<file path="config.mk">
export PLATFORM = sky130hd
export DESIGN_NAME = sie_outq
export DESIGN_NICKNAME = d
export VERILOG_FILES = /design/src/design/sie_pkg.sv /design/src/design/sie_outq.sv
export SDC_FILE = /design/constraint.sdc
export NUM_CORES = 1
export LEC_CHECK = 0
export BUFFER_PORTS_ARGS = -buffer_cell sky130_fd_sc_hd__buf_2
export CORE_MARGIN = 2
export CORE_UTILIZATION = 60
export DETAILED_ROUTE_END_ITERATION = 12
export PLACE_DENSITY = 0.85
export REMOVE_ABC_BUFFERS = 1
export SETUP_SLACK_MARGIN = 0.2
export SYNTH_ARGS = -nofsm -noshare
export SYNTH_HDL_FRONTEND = slang
export SYNTH_SLANG_ARGS = --single-unit
</file>
<file path="constraint.sdc">
create_clock -name clk -period 7.3 [get_ports clk]
set_input_delay 0 -clock clk [delete_from_list [all_inputs] [get_ports clk]]
set_output_delay 0 -clock clk [all_outputs]
set_load 0.01 [all_outputs]
</file>
<file path="src/design/sie_pkg.sv">
// ----------------------------------------------------------------------------
// sie_pkg
// Shared types and constants for the instruction execute block: opcodes,
// instruction classes, the decoded item and the result item.
// ----------------------------------------------------------------------------
package sie_pkg;

	// Opcodes of the machine; codes above OP_LOADI16H are invalid
	typedef enum logic [4:0] {
		OP_ADD      = 5'd0,
		OP_SUB      = 5'd1,
		OP_AND      = 5'd2,
		OP_OR       = 5'd3,
		OP_XOR      = 5'd4,
		OP_NOT      = 5'd5,
		OP_LOAD     = 5'd6,
		OP_STORE    = 5'd7,
		OP_JUMP     = 5'd8,
		OP_BRANCH   = 5'd9,
		OP_CMP      = 5'd10,
		OP_BEQ      = 5'd11,
		OP_BNE      = 5'd12,
		OP_BLT      = 5'd13,
		OP_BGT      = 5'd14,
		OP_LOADI    = 5'd15,
		OP_CALL     = 5'd16,
		OP_LOADI16  = 5'd17,
		OP_LOADI16H = 5'd18
	} op_t;

	// Instruction classes assigned by the front end
	typedef enum logic [2:0] {
		CL_ALU,
		CL_LOAD,
		CL_STORE,
		CL_BRANCH,
		CL_CMP,
		CL_IMM,
		CL_CALL,
		CL_INVALID
	} cls_t;

	localparam logic [31:0] SIGN_MASK = 32'h8000_0000;
	localparam logic [31:0] HI_MASK   = 32'hFFFF_0000;
	localparam logic [31:0] LO_MASK   = 32'h0000_FFFF;
	localparam logic [31:0] PC_STEP   = 32'd4;

	// Front-to-back queue and output queue sizes (powers of two)
	localparam int IQ_DEPTH = 4;
	localparam int IQ_AW    = $clog2(IQ_DEPTH);
	localparam int OQ_DEPTH = 4;
	localparam int OQ_AW    = $clog2(OQ_DEPTH);

	// Decoded item
	typedef struct packed {
		op_t         op;
		cls_t        cls;
		logic [2:0]  rd;
		logic [2:0]  ra;
		logic [2:0]  rb;
		logic [31:0] imm;
	} dec_t;

	// Head of the front queue as seen by the back end
	typedef struct packed {
		logic valid;
		dec_t item;
	} iq_head_t;

	// Back end status toward the front end
	typedef struct packed {
		logic take;
		logic clearing;
	} bk_stat_t;

	// Result item
	typedef struct packed {
		logic [31:0] next_pc;
		logic        reg_write;
		logic [2:0]  reg_index;
		logic [31:0] reg_value;
		logic        mem_write;
		logic [31:0] mem_address;
		logic [31:0] mem_data;
		logic        invalid_halt;
	} res_t;

endpackage

</file>
<file path="src/design/sie_outq.sv">
// ----------------------------------------------------------------------------
// sie_outq
// Output queue of result items; the back end reserves room before issue.
// ----------------------------------------------------------------------------
module sie_outq (
	input  logic                    clk,
	input  logic                    arst_n,
	input  logic                    push,
	input  sie_pkg::res_t           din,
	input  logic                    pop,
	output logic                    empty,
	output sie_pkg::res_t           dout,
	output logic [sie_pkg::OQ_AW:0] cnt
);
	import sie_pkg::*;

	res_t             q_q [OQ_DEPTH];
	logic [OQ_AW-1:0] wr_ptr_q;
	logic [OQ_AW-1:0] rd_ptr_q;
	logic [OQ_AW:0]   cnt_q;
	logic             deq;

	assign empty = (cnt_q == '0);
	assign deq   = pop && !empty;
	assign dout  = q_q[rd_ptr_q];
	assign cnt   = cnt_q;

	// storage
	always_ff @(posedge clk) begin
		if (push) begin
			q_q[wr_ptr_q] <= din;
		end
	end

	// pointers and count
	always_ff @(posedge clk or negedge arst_n) begin
		if (!arst_n) begin
			wr_ptr_q <= '0;
			rd_ptr_q <= '0;
			cnt_q    <= '0;
		end else begin
			if (push) begin
				wr_ptr_q <= wr_ptr_q + 1'b1;
			end
			if (deq) begin
				rd_ptr_q <= rd_ptr_q + 1'b1;
			end
			cnt_q <= cnt_q + (OQ_AW+1)'(push) - (OQ_AW+1)'(deq);
		end
	end

`ifndef ASSERT_OFF
	a_no_overflow: assert property (@(posedge clk) disable iff (!arst_n)
		push |-> (cnt_q != (OQ_AW+1)'(OQ_DEPTH)) || deq)
		else $error("output queue overflow");
`endif

endmodule

</file>
==> results of run 1 <==
-- Yosys cell counts --
library cell / count / share of area, %
dfrtp_1: 7 / 0.89
o31ai_1: 1 / 0.038
o311ai_0: 1 / 0.044
buf_1: 1 / 0.019
buf_2: 16 / 0.41
mux4_2: 134 / 15
inv_1: 7 / 0.13
nand2_1: 1 / 0.019
fa_1: 1 / 0.10
nor3_1: 1 / 0.025
o21ai_0: 1 / 0.025
xnor2_1: 4 / 0.18
xor2_1: 1 / 0.044
clkbuf_1: 6 / 0.11
buf_4: 1 / 0.038
ha_1: 6 / 0.38
and2_1: 4 / 0.13
edfxtp_1: 536 / 82
buf_6: 6 / 0.34
-- layer usage --
layer  share of wire [%]  global-route usage (%)  vias up
li1                    -                       -     4091
met3                 7.9                    5.78       95
met1                  36                    31.8     4930
met5               0.051                       0        -
met4                 3.6                    10.8        4
met2                  52                    40.8      456
-- final timing paths --
| kind | cells past startpoint | from | end | slack [ns] |
|---|---|---|---|---|
| max | 3 | rd_ptr_q[0] | dout[56] | 3.85 |
| min | 2 | din[41] | q_q[3][41] | 0.16 |
| max reg2reg | 3 | rd_ptr_q[0] | rd_ptr_q[1] | 4.53 |
| min reg2reg | 1 | wr_ptr_q[0] | wr_ptr_q[0] | 0.55 |
| max in group asynchronous | 3 | arst_n | rd_ptr_q[1] | 6.58 |
| min in group asynchronous | 3 | arst_n | cnt[1] | 0.41 |
-- state kept, by name, indices dropped and copies added, names as in the netlist --
name / flops
rd_ptr_q: 2
wr_ptr_q: 2
q_q: 536
cnt: 3
-- worst register-to-register path, stage by stage (launching register included) --
cell      delay [ns]
dfrtp_4         1.06
buf_4           0.90
o311ai_0        0.43
xnor2_1         0.21
-- power breakdown --
part	switching, mW	total (mW)	internal (mW)
Sequential	0.336	4.42	4.08
Combinational	1.36	2.59	1.24
Clock	1.10	2.51	1.40
Total	2.80	9.52	6.72
-- cell type report --
| cell class | instances | area share [%] |
|---|---|---|
| diodes | 1 | 0.0102 |
| clock buffers | 66 | 5.61 |
| clock inverters | 29 | 0.802 |
| inverters | 7 | 0.107 |
| multi-input cells | 155 | 13.2 |
| flip-flops and latches | 543 | 66.5 |
| well taps | 442 | 2.26 |
| repair buffers | 424 | 11.6 |
-- placed cells by master, fill, tap and decap left out --
cell type      count
xnor2_1            4
clkinvlp_4         1
diode_2            1
edfxtp_1         536
dfrtp_1            5
dlygate4sd3_1    138
nand2_1            1
o311ai_0           1
nor3_1             1
buf_4             11
and2_4             4
dfrtp_4            2
clkbuf_1          13
o31ai_1            1
clkinv_2           9
xor2_1             1
clkinv_1          13
fa_1               1
inv_6              3
clkbuf_16         53
ha_1               6
mux4_2           134
o21ai_0            1
inv_1              7
clkinv_4           1
bufinv_16          2
buf_2            275
-- cell families after synthesis --
logic type / after synthesis
fa+ha+maj: 7
simple gates: 6
mux: 134
flops: 543
xor+xnor: 5
compound gates: 3
buf+inv: 37
==> qor.txt, run 1 <==
xor/xnor cell area share of the yosys netlist - 0.222%
max-cap violation count - 0
DP HPWL - 21.8 mm
final worst setup slack - 3.85 ns
post-synthesis simple-gate area fraction - 0.172%
pwr dens - 389 mW/mm²
row count - 66
Slew headroom - 21.5%
area of the multi-input gates - 0.00322 mm²
CP Class - reg2out
port buffer count - 275
Cells after Synth - 735
via-per-instance ratio - 5.74
total power - 9.52 mW
outcome - finished clean
CTS tree - yes
data arrival time of the critical path - 3.45 ns
routed len/inst - 24.7 µm
Setup crit end kind - output port
H-tree lvl count - 2
Post-Synth Adder-Cell Area - 0.483%
Peak VDD IR - 0.308 mV
critical path launch point type - register
leakage dissipation - 8.47 nW
clock sinks - 543
largest family of logic cells by synthesized area - multiplexers
post-CTS sizing - 0
die area - 0.0343 mm²
Buf+Inv Stages, Crit Path - 2
cell count after placement - 1433
Reg clk slew, reported paths - 0.06 ns
Net count, final - 1329
clk_skew - 0.0195 ns
Synth Register Bits - 543
DRC - 0
max-slew violations - 0
initial antenna violation count - 3
worst hold slack - 0.165 ns
I/O Pins - 276
dpl ws - 4.34 ns
CP top delay family - flip-flops
latest clock arrival within the worst-skew pair - 0.59 ns
first-pass GRT wire length - 61.2 mm
sequential share of the synthesized area - 82.6%
Critical Path RT - 7.30 ns
CP max stage delay - 1.06 ns
Synth warnings - 0
Hold Path Class - in2reg
gr usage total - 24.7%
final setup fails - 0
# hold bufs at CTS - 138
root buffer cell - clkbuf_16
fin crit share - 47.3%
design area - 0.0245 mm²
layout cell share with drive strength beyond 1 - 40.4%
TritonCTS Buffers - 53
f_max - 0.290 GHz
Fillers - 1661
die height - 185 µm
Post-CTS Setup Repair Bufs - 0
Tightest Pin Transition - 1.18 ns
vias in the first global route - 10400
Synth Area per Inst - 26.8 µm²
Starting Density - 60.7%
Compound-Gate Fraction of Synth Area - 0.108%
mux contribution to synthesized area - 15.3%
Cell Count, Final, Fillers Out - 1667
unrepaired setup endpoints after global routing - false
Clock Tree Buf Depth - 3
Area Overhead vs Synth - 24.4%
DIE WIDTH - 185 µm
core area - 0.0325 mm²
Crit-path slowest cell - dfrtp_4
Placed Area - 0.0215 mm²
drt pass-1 iters - 5
register area - 0.0163 mm²
cell area after synthesis - 0.0197 mm²
Period minus WS final - 3.45 ns
initial DRC count - 730
Synth cell types - 19
Detail Route Antenna Nets - 0
CP Max Fanout - 51
total routed wirelength - 41.1 mm
vias after detailed routing - 9576
global route overflow - 0
Post-Route Setup TNS - 0 ns
sequence of cells on the critical path - buf_4, mux4_2, buf_2
largest net degree at the start of global routing - 78
Hold Vio Cnt, Final - 0
final core occ - 75.5%
RD Place Congestion - 0.719
Power figures use the tool's default switching activity.
==> inputs of run 2 (changes only) <==
--- a/config.mk
+++ b/config.mk
@@ -7,9 +7,9 @@
 export LEC_CHECK = 0
 export BUFFER_PORTS_ARGS = -buffer_cell sky130_fd_sc_hd__buf_2
 export CORE_MARGIN = 2
-export CORE_UTILIZATION = 60
+export CORE_UTILIZATION = 51
 export DETAILED_ROUTE_END_ITERATION = 12
-export PLACE_DENSITY = 0.85
+export PLACE_DENSITY = 0.77
 export REMOVE_ABC_BUFFERS = 1
 export SETUP_SLACK_MARGIN = 0.2
 export SYNTH_ARGS = -nofsm -noshare
==> constraint.sdc (replaced) <==
create_clock -name clk -period 3 [get_ports clk]
set_input_delay 0 -clock clk [delete_from_list [all_inputs] [get_ports clk]]
set_output_delay 0 -clock clk [all_outputs]
set_load 0.01 [all_outputs]
==> run 2 against run 1 <==
  * Routed wire length down 6.5%
  * Design area up 1.5%
  * Power rose by 150%
  * Die area rose by 17%
  * Register-to-register slack lost 3.8 ns
  * Sequential cell count is the same
  * Critical path depth did not move
  * Clock power rose to 2.5 times the previous value
  * Critical endpoint is now dout[59]
  * Largest power group unchanged
==> qor.txt, run 2 (synthesized netlist as in run 1, its figures left out) <==
outcome - finished clean
via-per-instance ratio - 5.35
pwr dens - 943 mW/mm²
Critical Path RT - 3.00 ns
post-CTS sizing - 0
Period minus WS final - 2.50 ns
max reg flops - 536
Slew headroom - 45.4%
core area - 0.0378 mm²
gr usage total - 19.6%
first-pass GRT wire length - 59.6 mm
root buffer cell - clkbuf_16
fin crit share - 83.3%
Hold Path Class - in2reg
design area - 0.0249 mm²
RD Place Congestion - 0.707
Internal - 16.8 mW
reg-to-reg slack, setup - 0.78 ns
combinational share of power - 28.5%
Hold Vio Cnt, Final - 0
R2R Path Start - cnt[1]
critical path launch point type - register
# hold bufs at CTS - 138
most common cell after layout, fill and taps aside - edfxtp_1
max-slew violations - 0
switching share of power - 28.6%
final worst setup slack - 0.502 ns
Cell Count, Final, Fillers Out - 1746
Starting Density - 52.0%
latest clock arrival within the worst-skew pair - 0.58 ns
hold path cells - 2
final setup fails - 0
Post-CTS Setup Repair Bufs - 0
die height - 200 µm
Crit-path slowest cell - dfrtp_4
Setup crit end kind - output port
vias in the first global route - 10300
DIE WIDTH - 200 µm
initial antenna violation count - 3
DP HPWL - 22.1 mm
drt pass-1 iters - 5
Reg2Reg Depth - 9
initial DRC count - 475
dpl ws - 0.767 ns
row count - 71
routed len/inst - 22.0 µm
switching pwr - 6.70 mW
Placed Area - 0.0218 mm²
Fillers - 2406
sequence of cells on the critical path - buf_12, mux4_2, buf_2
RR Endpoint - cnt[2]
data arrival time of the critical path - 2.50 ns
largest net degree at the start of global routing - 87
die area - 0.0402 mm²
Top reg by flops - q_q
Detail Route Antenna Nets - 0
vias after detailed routing - 9337
Peak VDD IR - 0.657 mV
Seq pwr share - 44.7%
total routed wirelength - 38.5 mm
hold endpoint - q_q[3][119]
f_max - 0.400 GHz
global route overflow - 0
Area Overhead vs Synth - 26.3%
I/O Pins - 276
cell count after placement - 1511
leakage dissipation - 8.59 nW
CP max stage delay - 0.72 ns
commonest non-fill, non-tap cells in the layout - 536 x edfxtp_1, 275 x buf_2, 138 x dlygate4sd3_1
Net count, final - 1337
hold_sp - din[119]
H-tree lvl count - 2
CP Class - reg2out
unrepaired setup endpoints after global routing - false
DRC - 0
clk_skew - 0.0176 ns
Clk network pwr share - 26.8%
port buffer count - 275
clock sinks - 543
Clock Tree Buf Depth - 3
CP Max Fanout - 44
worst hold slack - 0.160 ns
Reg clk slew, reported paths - 0.06 ns
TritonCTS Buffers - 52
layout cell share with drive strength beyond 1 - 41.1%
CTS tree - yes
max-cap violation count - 0
Tightest Pin Transition - 0.819 ns
[run 2: cell types whose count changed in the layout (fill, tap and decap cells not counted)]
cell        delta
buf_4          -3
clkinvlp_4     +1
buf_12        +12
clkbuf_1       -3
diode_2        +2
bufinv_16      +3
clkinv_4       -1
inv_6          -1
[run 2: metrics by stage]
step | utilization [%] | power (mW) | TNS (ns)
after floorplan | - | 14.3 | -1018.88
after global placement | 57.7 | 17.2 | 0
after detailed placement | 57.7 | 17.3 | 0
after CTS | 65.7 | 23.8 | 0
after global routing | 65.7 | 24.5 | 0
final | 65.7 | 23.5 | 0
[run 2: critical path: cells and delay by family, from the launching register on]
kind	cells	cell delay, ns
buf+inv	2	0.56
mux	1	0.59
flops	1	0.72
[run 2: area by class of cell]
| class | instances | area [µm²] | area share (%) |
|---|---|---|---|
| inverter | 7 | 26.3 | 0.106 |
| clock buffer | 63 | 1360 | 5.48 |
| multi-input combinational | 155 | 3220 | 13.0 |
| antenna | 3 | 7.51 | 0.0302 |
| timing repair buffer | 433 | 3060 | 12.3 |
| tap | 511 | 639 | 2.57 |
| clock inverter | 31 | 277 | 1.11 |
| sequential | 543 | 16300 | 65.4 |
[run 2: metal layers]
layer	up-vias	GRT usage [%]	share of wire, %
met3	54	6.04	7.4
met2	327	33.0	50
met1	4841	25.0	40
met4	0	5.40	1.9
li1	4115	-	-
met5	-	0	0
[run 2: how the worst max path moves through the flow]
stage          slack, ns   startpoint           to  cells past startpoint
2_1_floorplan      -3.55  rd_ptr_q[0]  rd_ptr_q[1]                      2
3_3_place_gp        0.80       cnt[1]       cnt[2]                      9
3_5_place_dp        0.77       cnt[1]       cnt[2]                      9
4_1_cts             0.37  rd_ptr_q[0]     dout[66]                      3
5_1_grt             0.32  rd_ptr_q[0]     dout[66]                      3
6_report            0.50  rd_ptr_q[0]     dout[59]                      3
[run 2: power groups by stage]
stage          Combinational (mW)  Clock, mW  Sequential, mW
3_3_place_gp                 6.63          0            10.6
4_1_cts                      6.85       6.42            10.5
5_1_grt                      7.18       6.71            10.6
6_report                     6.68       6.30            10.5
2_1_floorplan                3.37          0            11.0
3_5_place_dp                 6.66          0            10.7
