**config.mk**
```make
export PLATFORM = sky130hd
export DESIGN_NAME = sie_front
export DESIGN_NICKNAME = d
export VERILOG_FILES = /design/src/design/sie_pkg.sv /design/src/design/sie_front.sv
export SDC_FILE = /design/constraint.sdc
export NUM_CORES = 1
export LEC_CHECK = 0
export BUFFER_PORTS_ARGS = -buffer_cell sky130_fd_sc_hd__buf_2
export CAP_MARGIN = 20
export CORE_MARGIN = 3
export CORE_UTILIZATION = 47
export CTS_BUF_LIST = sky130_fd_sc_hd__clkbuf_4
export DETAILED_ROUTE_END_ITERATION = 16
export PLACE_DENSITY = 0.64
export SYNTH_ARGS = -nofsm -noshare
export SYNTH_HDL_FRONTEND = slang
export SYNTH_SLANG_ARGS = --single-unit
```
**constraint.sdc**
```tcl
create_clock -name clk -period 3.1 [get_ports clk]
set_input_delay 0.31 -clock clk [delete_from_list [all_inputs] [get_ports clk]]
set_output_delay 0.31 -clock clk [all_outputs]
set_load 0.01 [all_outputs]
```
**src/design/sie_pkg.sv**
```systemverilog
// ----------------------------------------------------------------------------
// sie_pkg
// Shared types and constants for the instruction execute block: opcodes,
// instruction classes, the decoded item and the result item.
// ----------------------------------------------------------------------------
package sie_pkg;

	// Opcodes of the machine; codes above OP_LOADI16H are invalid
	typedef enum logic [4:0] {
		OP_ADD      = 5'd0,
		OP_SUB      = 5'd1,
		OP_AND      = 5'd2,
		OP_OR       = 5'd3,
		OP_XOR      = 5'd4,
		OP_NOT      = 5'd5,
		OP_LOAD     = 5'd6,
		OP_STORE    = 5'd7,
		OP_JUMP     = 5'd8,
		OP_BRANCH   = 5'd9,
		OP_CMP      = 5'd10,
		OP_BEQ      = 5'd11,
		OP_BNE      = 5'd12,
		OP_BLT      = 5'd13,
		OP_BGT      = 5'd14,
		OP_LOADI    = 5'd15,
		OP_CALL     = 5'd16,
		OP_LOADI16  = 5'd17,
		OP_LOADI16H = 5'd18
	} op_t;

	// Instruction classes assigned by the front end
	typedef enum logic [2:0] {
		CL_ALU,
		CL_LOAD,
		CL_STORE,
		CL_BRANCH,
		CL_CMP,
		CL_IMM,
		CL_CALL,
		CL_INVALID
	} cls_t;

	localparam logic [31:0] SIGN_MASK = 32'h8000_0000;
	localparam logic [31:0] HI_MASK   = 32'hFFFF_0000;
	localparam logic [31:0] LO_MASK   = 32'h0000_FFFF;
	localparam logic [31:0] PC_STEP   = 32'd4;

	// Front-to-back queue and output queue sizes (powers of two)
	localparam int IQ_DEPTH = 4;
	localparam int IQ_AW    = $clog2(IQ_DEPTH);
	localparam int OQ_DEPTH = 4;
	localparam int OQ_AW    = $clog2(OQ_DEPTH);

	// Decoded item
	typedef struct packed {
		op_t         op;
		cls_t        cls;
		logic [2:0]  rd;
		logic [2:0]  ra;
		logic [2:0]  rb;
		logic [31:0] imm;
	} dec_t;

	// Head of the front queue as seen by the back end
	typedef struct packed {
		logic valid;
		dec_t item;
	} iq_head_t;

	// Back end status toward the front end
	typedef struct packed {
		logic take;
		logic clearing;
	} bk_stat_t;

	// Result item
	typedef struct packed {
		logic [31:0] next_pc;
		logic        reg_write;
		logic [2:0]  reg_index;
		logic [31:0] reg_value;
		logic        mem_write;
		logic [31:0] mem_address;
		logic [31:0] mem_data;
		logic        invalid_halt;
	} res_t;

endpackage

```
**src/design/sie_front.sv**
```systemverilog
// ----------------------------------------------------------------------------
// sie_front
// Front end: accepts items, classifies the opcode and holds decoded items
// in a short queue for the back end.
// ----------------------------------------------------------------------------
module sie_front (
	input  logic              clk,
	input  logic              arst_n,
	input  logic              push,
	output logic              full,
	input  logic [4:0]        opcode,
	input  logic [2:0]        dest_reg,
	input  logic [2:0]        src_a_reg,
	input  logic [2:0]        src_b_reg,
	input  logic [31:0]       immediate,
	input  sie_pkg::bk_stat_t stat,
	output sie_pkg::iq_head_t head
);
	import sie_pkg::*;

	dec_t             q_q [IQ_DEPTH];
	logic [IQ_AW-1:0] wr_ptr_q;
	logic [IQ_AW-1:0] rd_ptr_q;
	logic [IQ_AW:0]   cnt_q;
	logic             accept;
	cls_t             cls;
	dec_t             dec;

	// classify the opcode
	always_comb begin
		unique case (op_t'(opcode)) inside
			OP_ADD, OP_SUB, OP_AND, OP_OR, OP_XOR, OP_NOT: cls = CL_ALU;
			OP_LOAD:                                       cls = CL_LOAD;
			OP_STORE:                                      cls = CL_STORE;
			OP_JUMP, OP_BRANCH, OP_BEQ, OP_BNE, OP_BLT, OP_BGT:
				cls = CL_BRANCH;
			OP_CMP:                                        cls = CL_CMP;
			OP_LOADI, OP_LOADI16, OP_LOADI16H:             cls = CL_IMM;
			OP_CALL:                                       cls = CL_CALL;
			default:                                       cls = CL_INVALID;
		endcase
	end

	assign dec = '{op: op_t'(opcode), cls: cls, rd: dest_reg, ra: src_a_reg,
		rb: src_b_reg, imm: immediate};

	// no items during the memory clearing pass
	assign full   = (cnt_q == (IQ_AW+1)'(IQ_DEPTH)) || stat.clearing;
	assign accept = push && !full;

	// queue storage
	always_ff @(posedge clk) begin
		if (accept) begin
			q_q[wr_ptr_q] <= dec;
		end
	end

	// queue pointers and fill count
	always_ff @(posedge clk or negedge arst_n) begin
		if (!arst_n) begin
			wr_ptr_q <= '0;
			rd_ptr_q <= '0;
			cnt_q    <= '0;
		end else begin
			if (accept) begin
				wr_ptr_q <= wr_ptr_q + 1'b1;
			end
			if (stat.take) begin
				rd_ptr_q <= rd_ptr_q + 1'b1;
			end
			cnt_q <= cnt_q + (IQ_AW+1)'(accept) - (IQ_AW+1)'(stat.take);
		end
	end

	assign head.valid = (cnt_q != '0);
	assign head.item  = q_q[rd_ptr_q];

endmodule

```
==> results.yml, run 1 <==
sta:
  setup_violations: 0
  worstMarginPinSlew_ps: 622
  maxSlewHeadroom_pct: 58.6
  rsz0062_at_grt: "no"
  min_period_over_period_pct: 85.4
  finClkSkew_ps: 24.2
  finalHoldViolCount: 0
  period_needed_ps: 2650
  drv_slew: 0
  fin_tns_setup_ps: 0
  fmax_mhz: 378
worst_setup_path:
  crit_required_ps: 2790
  worstPathArrival_ps: 2340
  crit_type: "reg -> out"
  path_cells: "buf_4 -> mux4_2 -> buf_2"
  slowest_stage: "dfrtp_4"
  critPathMaxFanout: 20
  cp-end-kind: "output port"
  crit_path_start_kind: "register"
  slowest_delay_ps: 690
route:
  antenna_left: 0
  drc_errors: 0
  dr.pass1.iters: 4
  wire_per_inst_um: 17.9
  vias: 3789
  first_iter_violations: 203
  wl_mm: 13.4
  via_per_inst: 5.07
clock_network:
  post_cts_buffers: 0
  htree_levels: 2
  clk_latency_ps: 590
  cts_root_buf: "clkbuf_4"
  clock_path_buffers: 3
  cts_tree: "built"
  clkTransAtPathRegs_ps: 60
  cts.sinks: 203
  numCtsBuffers: 49
cells_and_area:
  syn2layout_area_growth_pct: 24.0
  layout_common_cells: "edfxtp_1 (196), buf_2 (101), clkbuf_4 (73)"
  diodes: 0
  layout-drive-gt1-share_pct: 44.5
  final_common_cell: "edfxtp_1"
  stdcell_area_um2: 9470
  nets: 563
power_and_ir_drop:
  power.ir.vdd_worst_mv: 0.392
  p_per_area_nw_per_um2: 809
  p_leak_nw: 3.33
placement:
  placed_area_um2: 8400
  place_hpwl_mm: 8.12
  portBuffers: 101
  gp_congestion: 0.717
floorplan:
  pin_count: 102
  die-area_um2: 17800
  core-area_um2: 15500
  fp.dieH_um: 133
  row_count: 45
  die_w_um: 133
  initial_utilization_pct: 49.1
global_route:
  grt_pass1_vias: 4199
  grt_max_degree: 33
  track_usage_pct: 15.8
  antenna_found_initial: 0
  grt_overflow: 0
  grt_pass1_wl_mm: 21.7
worst_hold_path:
  hp-class: "in -> async"
job:
  maxCapViolCount: 0
logic_synthesis:
  syn-instance-count: 310
  avgSynthCellArea_um2: 24.6
  synth.yosys.seq_area_share_pct: 79.4
  syn_nets: 368
  ys_ff_latch: 203
  yosysWarnings: 0
  syn_area_um2: 7630
  synth_cell_type_count: 30
status:
  status: "finished, final reports clean"
## synthesized netlist by cell type
cell type / instances / area, um2
mux4_2: 48 / 1080
dfrtp_1: 7 / 175
fa_1: 1 / 20.0
clkbuf_1: 1 / 3.75
nor3b_1: 1 / 7.51
nor3_1: 1 / 5.00
a31oi_1: 1 / 6.26
a21o_1: 1 / 7.51
nand2b_1: 2 / 12.5
ha_1: 6 / 75.1
or2_2: 1 / 6.26
nor2_1: 3 / 11.3
nand2_1: 4 / 15.0
a211oi_1: 1 / 7.51
xor2_1: 1 / 8.76
mux2_2: 1 / 11.3
or3_1: 1 / 6.26
buf_6: 1 / 11.3
edfxtp_1: 196 / 5890
nand3_1: 1 / 5.00
xnor2_1: 4 / 35.0
a31o_2: 1 / 8.76
buf_12: 5 / 100
and2_1: 5 / 31.3
a21oi_1: 2 / 10.0
a21oi_2: 1 / 8.76
buf_2: 5 / 25.0
inv_1: 6 / 22.5
mux4_1: 1 / 26.3
o21ai_0: 1 / 5.00
## layout make-up
type / count / area (um2)
Timing Repair Buffer: 156 / 1110
Tap cell: 211 / 264
Clock inverter: 10 / 37.5
Inverter: 6 / 22.5
Sequential cell: 203 / 6070
Multi-Input combinational cell: 89 / 1420
Fill cell: 1174 / 6070
Clock buffer: 73 / 548
## logic make-up (layout without fill, tap and decap cells)
kind of cell	after synthesis	after routing	synth area share, %
DFF	203	203	79.4
muxes	50	50	14.7
and+or+nand+nor	19	19	1.31
buffers and inverters	18	245	2.13
AOI/OAI and AO/OA	8	8	0.705
adders and majority gates	7	7	1.25
xor gates and xnor gates	5	5	0.574
## what timing repair did
item	CTS	global route
hold buffers	48	0
hold endpoints to repair	193	0
gates resized for setup	0	0
## path summary, 6_finish.rpt
path / start / endpoint / slack (ps) / depth (start not counted)
worst max-delay path: rd_ptr_q[0] / head[4] / 450 / 3
worst min-delay path: arst_n / wr_ptr_q[1] / 90 / 2
worst max register to register: cnt_q[1] / cnt_q[2] / 910 / 10
worst min register to register: cnt_q[0] / cnt_q[0] / 550 / 1
max in group asynchronous: arst_n / rd_ptr_q[0] / 2830 / 2
min in group clk: push / wr_ptr_q[0] / 120 / 4
## worst max-delay path: cells and delay by family, from the launching register on
family	cells	cell delay, ps
DFF	1	690
muxes	1	540
buffers and inverters	2	490
## metrics by stage
stage	setup WS, ps	instances	hold slack (ps)	power, mW	util [%]
after floorplan	742	310	14.4	5.06	-
after global placement	1000	617	158	5.69	54.1
after detailed placement	900	617	164	5.74	54.1
after CTS	325	748	13.6	7.82	60.9
after global routing	216	748	25.4	8.12	60.9
final	453	748	85.8	7.66	60.9
## metal layers
| layer | global-route usage [%] | part of all wire (%) |
|---|---|---|
| met3 | 5.82 | 7.2 |
| met4 | 5.31 | 1.3 |
| met5 | 0 | 0 |
| met1 | 20.6 | 42 |
| met2 | 24.9 | 49 |
## sequential cells by signal, indices dropped and copies added, names as in the netlist
register / flops
q_q: 196
cnt_q: 3
rd_ptr_q: 2
wr_ptr_q: 2
## report_power, final
part	leakage, nW	internal, mW	switching (mW)
registers	1.86	3.36	0.232
logic	1.13	1.09	0.983
clock network	0.352	1.07	0.933
Note: power is estimated with default switching activity, not from simulation.
==> run 2, diff against run 1 <==
- ABC_AREA: not set -> 1
- GPL_ROUTABILITY_DRIVEN: not set -> 0
==> results.yml, run 2 <==
status:
  status: "finished, final reports clean"
sta:
  drv_slew: 0
  maxSlewHeadroom_pct: 49.6
  fmax_mhz: 372
  fin_hold_ws_ps: 205
  finClkSkew_ps: 27.6
  setup_violations: 0
  rsz0062_at_grt: "no"
  finalHoldViolCount: 0
  min_period_over_period_pct: 86.7
  worstMarginPinSlew_ps: 756
  period_needed_ps: 2690
worst_setup_path:
  crit_required_ps: 2790
  crit_cells: 5
  slowest_stage: "dfrtp_4"
  worstPathArrival_ps: 2380
  r2r_slack_ps: 1010
  ff2ff_path_depth: 9
  cp-end-kind: "output port"
  crit_path_start_kind: "register"
  slowest_delay_ps: 490
  critPathMaxFanout: 54
  worstReg2RegStart: "cnt_q[1]"
  r2r_end: "cnt_q[1]"
  cp_top_family: "buffers and inverters"
  path_cells: "inv_4 -> buf_4 -> o21ai_0 -> o22ai_1 -> buf_2"
  crit_type: "reg -> out"
  crit_buf_inv: 3
cells_and_area:
  syn2layout_area_growth_pct: 23.8
  top_register: "q_q"
  stdcell_area_um2: 9650
  top_regs: "q_q: 196 flops, cnt_q: 3 flops"
  final_common_cell: "edfxtp_1"
  nets: 792
  largest_reg_flops: 196
  fillerInstances: 1256
  layout_common_cells: "edfxtp_1 (196), nor2_1 (108), buf_2 (101)"
  layout-drive-gt1-share_pct: 25.8
logic_synthesis:
  synth_edf_count: 196
  synth_cell_type_count: 23
  synth_commonest_cells: "edfxtp_1 (196), nor2_1 (112), o21ai_0 (89), o22ai_1 (49), inv_1 (18)"
  avgSynthCellArea_um2: 14.1
  async_flop_share_pct: 3.45
  ys_ff_latch: 203
  syn_nets: 609
  yosysMostFrequentCell: "edfxtp_1"
  synth_largest_area_cell: "edfxtp_1"
  yosysWarnings: 0
  synth_flop_cell: "edfxtp_1"
  syn-instance-count: 551
  syn_area_um2: 7790
  synth.yosys.seq_area_share_pct: 77.8
  synth_area_leaders: "edfxtp_1 (76%), o21ai_0 (5.7%), nor2_1 (5.4%)"
  synth_top_area_share_pct: 75.5
clock_network:
  cts_tree: "built"
  cts.sinks: 203
  cts_root_buf: "clkbuf_4"
  htree_levels: 2
  clkTransAtPathRegs_ps: 70
  numCtsBuffers: 50
  clock_path_buffers: 3
  clk_latency_ps: 620
floorplan:
  die_w_um: 135
  row_count: 46
  fp.dieH_um: 135
  initial_utilization_pct: 48.5
  die-area_um2: 18200
  core-area_um2: 16100
  pin_count: 102
route:
  antenna_left: 0
  first_iter_violations: 405
  via_per_inst: 5.16
  wl_mm: 16.5
  dr.pass1.iters: 4
  drc_errors: 0
  vias: 5114
  wire_per_inst_um: 16.7
power_and_ir_drop:
  p_int_mw: 5.41
  pwr-share-seq_pct: 41.5
  p_leak_nw: 3.50
  switching_share_pct: 34.9
  p_per_area_nw_per_um2: 861
  combPwrFrac_pct: 33.3
  power.switching_mw: 2.90
  power.total_mw: 8.31
  power.ir.vdd_worst_mv: 0.362
  clockPowerShare_pct: 25.2
placement:
  place_hpwl_mm: 8.98
  placed_area_um2: 8520
  portBuffers: 101
global_route:
  use_met2_pct: 31.0
  track_usage_pct: 18.4
  use_met1_pct: 22.4
  grt_pass1_wl_mm: 25.9
  grt_overflow: 0
  grt_pass1_vias: 5187
  grt_max_degree: 101
  use_met3_pct: 4.92
  antenna_found_initial: 1
  top_usage_layer: "met2"
worst_hold_path:
  hold_start: "push"
  hp-class: "in -> reg"
  hold_end: "wr_ptr_q[1]"
  hold_depth: 3
job:
  maxCapViolCount: 0
run 2: changes by cell type after synthesis, moves of 5 or more:
| cell | previous run | this run |
|---|---|---|
| o21ai_0 | 1 | 89 |
| buf_2 | 5 | 13 |
| inv_1 | 6 | 18 |
| clkbuf_1 | 1 | 8 |
| and2_1 | 5 | 0 |
| buf_12 | 5 | 0 |
| mux4_2 | 48 | 0 |
| nor2_1 | 3 | 112 |
| nand3_1 | 1 | 8 |
| o22ai_1 | 0 | 49 |
| o21ai_1 | 0 | 10 |
| nand2_1 | 4 | 13 |
| clkbuf_2 | 0 | 5 |
run 2: final cells by class:
type / count / area (um2) / share of cell area [%]
well taps: 216 / 270 / 2.80
repair buffers: 162 / 1090 / 11.3
multi-input cells: 298 / 1520 / 15.7
flip-flops and latches: 203 / 6070 / 62.9
clock buffers: 76 / 571 / 5.91
inverters: 19 / 73.8 / 0.765
diodes: 1 / 2.50 / 0.0259
clock inverters: 16 / 61.3 / 0.635
run 2: timing repair:
item / in CTS / in global routing
setup buffers: 0 / 0
hold endpoints to repair: 193 / 0
resized for setup: 0 / 1
setup endpoints to repair: 0 / 1
hold buffers: 49 / 0
run 2: worst max path at each step:
stage	slack (ps)	end	startpoint
CTS	200	head[45]	rd_ptr_q[0]
global placement	970	head[20]	rd_ptr_q[0]
global route	140	head[30]	rd_ptr_q[0]
detailed placement	910	head[45]	rd_ptr_q[0]
finish	410	head[30]	rd_ptr_q[0]
floorplan	-130	q_q[0][0]	cnt_q[1]
run 2: cells by family after synthesis:
| family | count (synthesis) | synth area share, % |
|---|---|---|
| AOI/OAI and AO/OA | 149 | 10.4 |
| xor gates and xnor gates | 5 | 0.562 |
| adders and majority gates | 7 | 1.22 |
| buffers and inverters | 50 | 3.16 |
| DFF | 203 | 77.8 |
| and+or+nand+nor | 137 | 6.92 |
run 2: layer usage:
metal	routed length, um	vias up
li1	-	2448
met1	6670	2463
met2	8340	171
met3	1160	32
met4	371	0
met5	0	-
run 2: worst register-to-register path, stage by stage (launching register included):
cell	delay (ps)
dfrtp_1	420
inv_1	80
nand3_1	100
nand3_2	270
ha_1	380
inv_1	50
ha_1	130
inv_1	50
fa_1	480
inv_1	40
run 2: power by group through the flow:
stage	combinational (mW)	clock [mW]	sequential, mW
after floorplan	1.75	0	3.49
after global placement	2.71	0	3.49
after detailed placement	2.77	0	3.50
after CTS	2.82	2.17	3.44
after global routing	3.07	2.33	3.47
final	2.77	2.10	3.45
run 2: through the flow:
step	setup TNS (ps)	util [%]	setup WS [ps]	std cells
after floorplan	-24850	-	-127	551
after global placement	0	53.1	967	849
after detailed placement	0	53.1	909	849
after CTS	0	60.1	199	990
after global routing	0	60.1	135	991
final	0	60.1	411	991
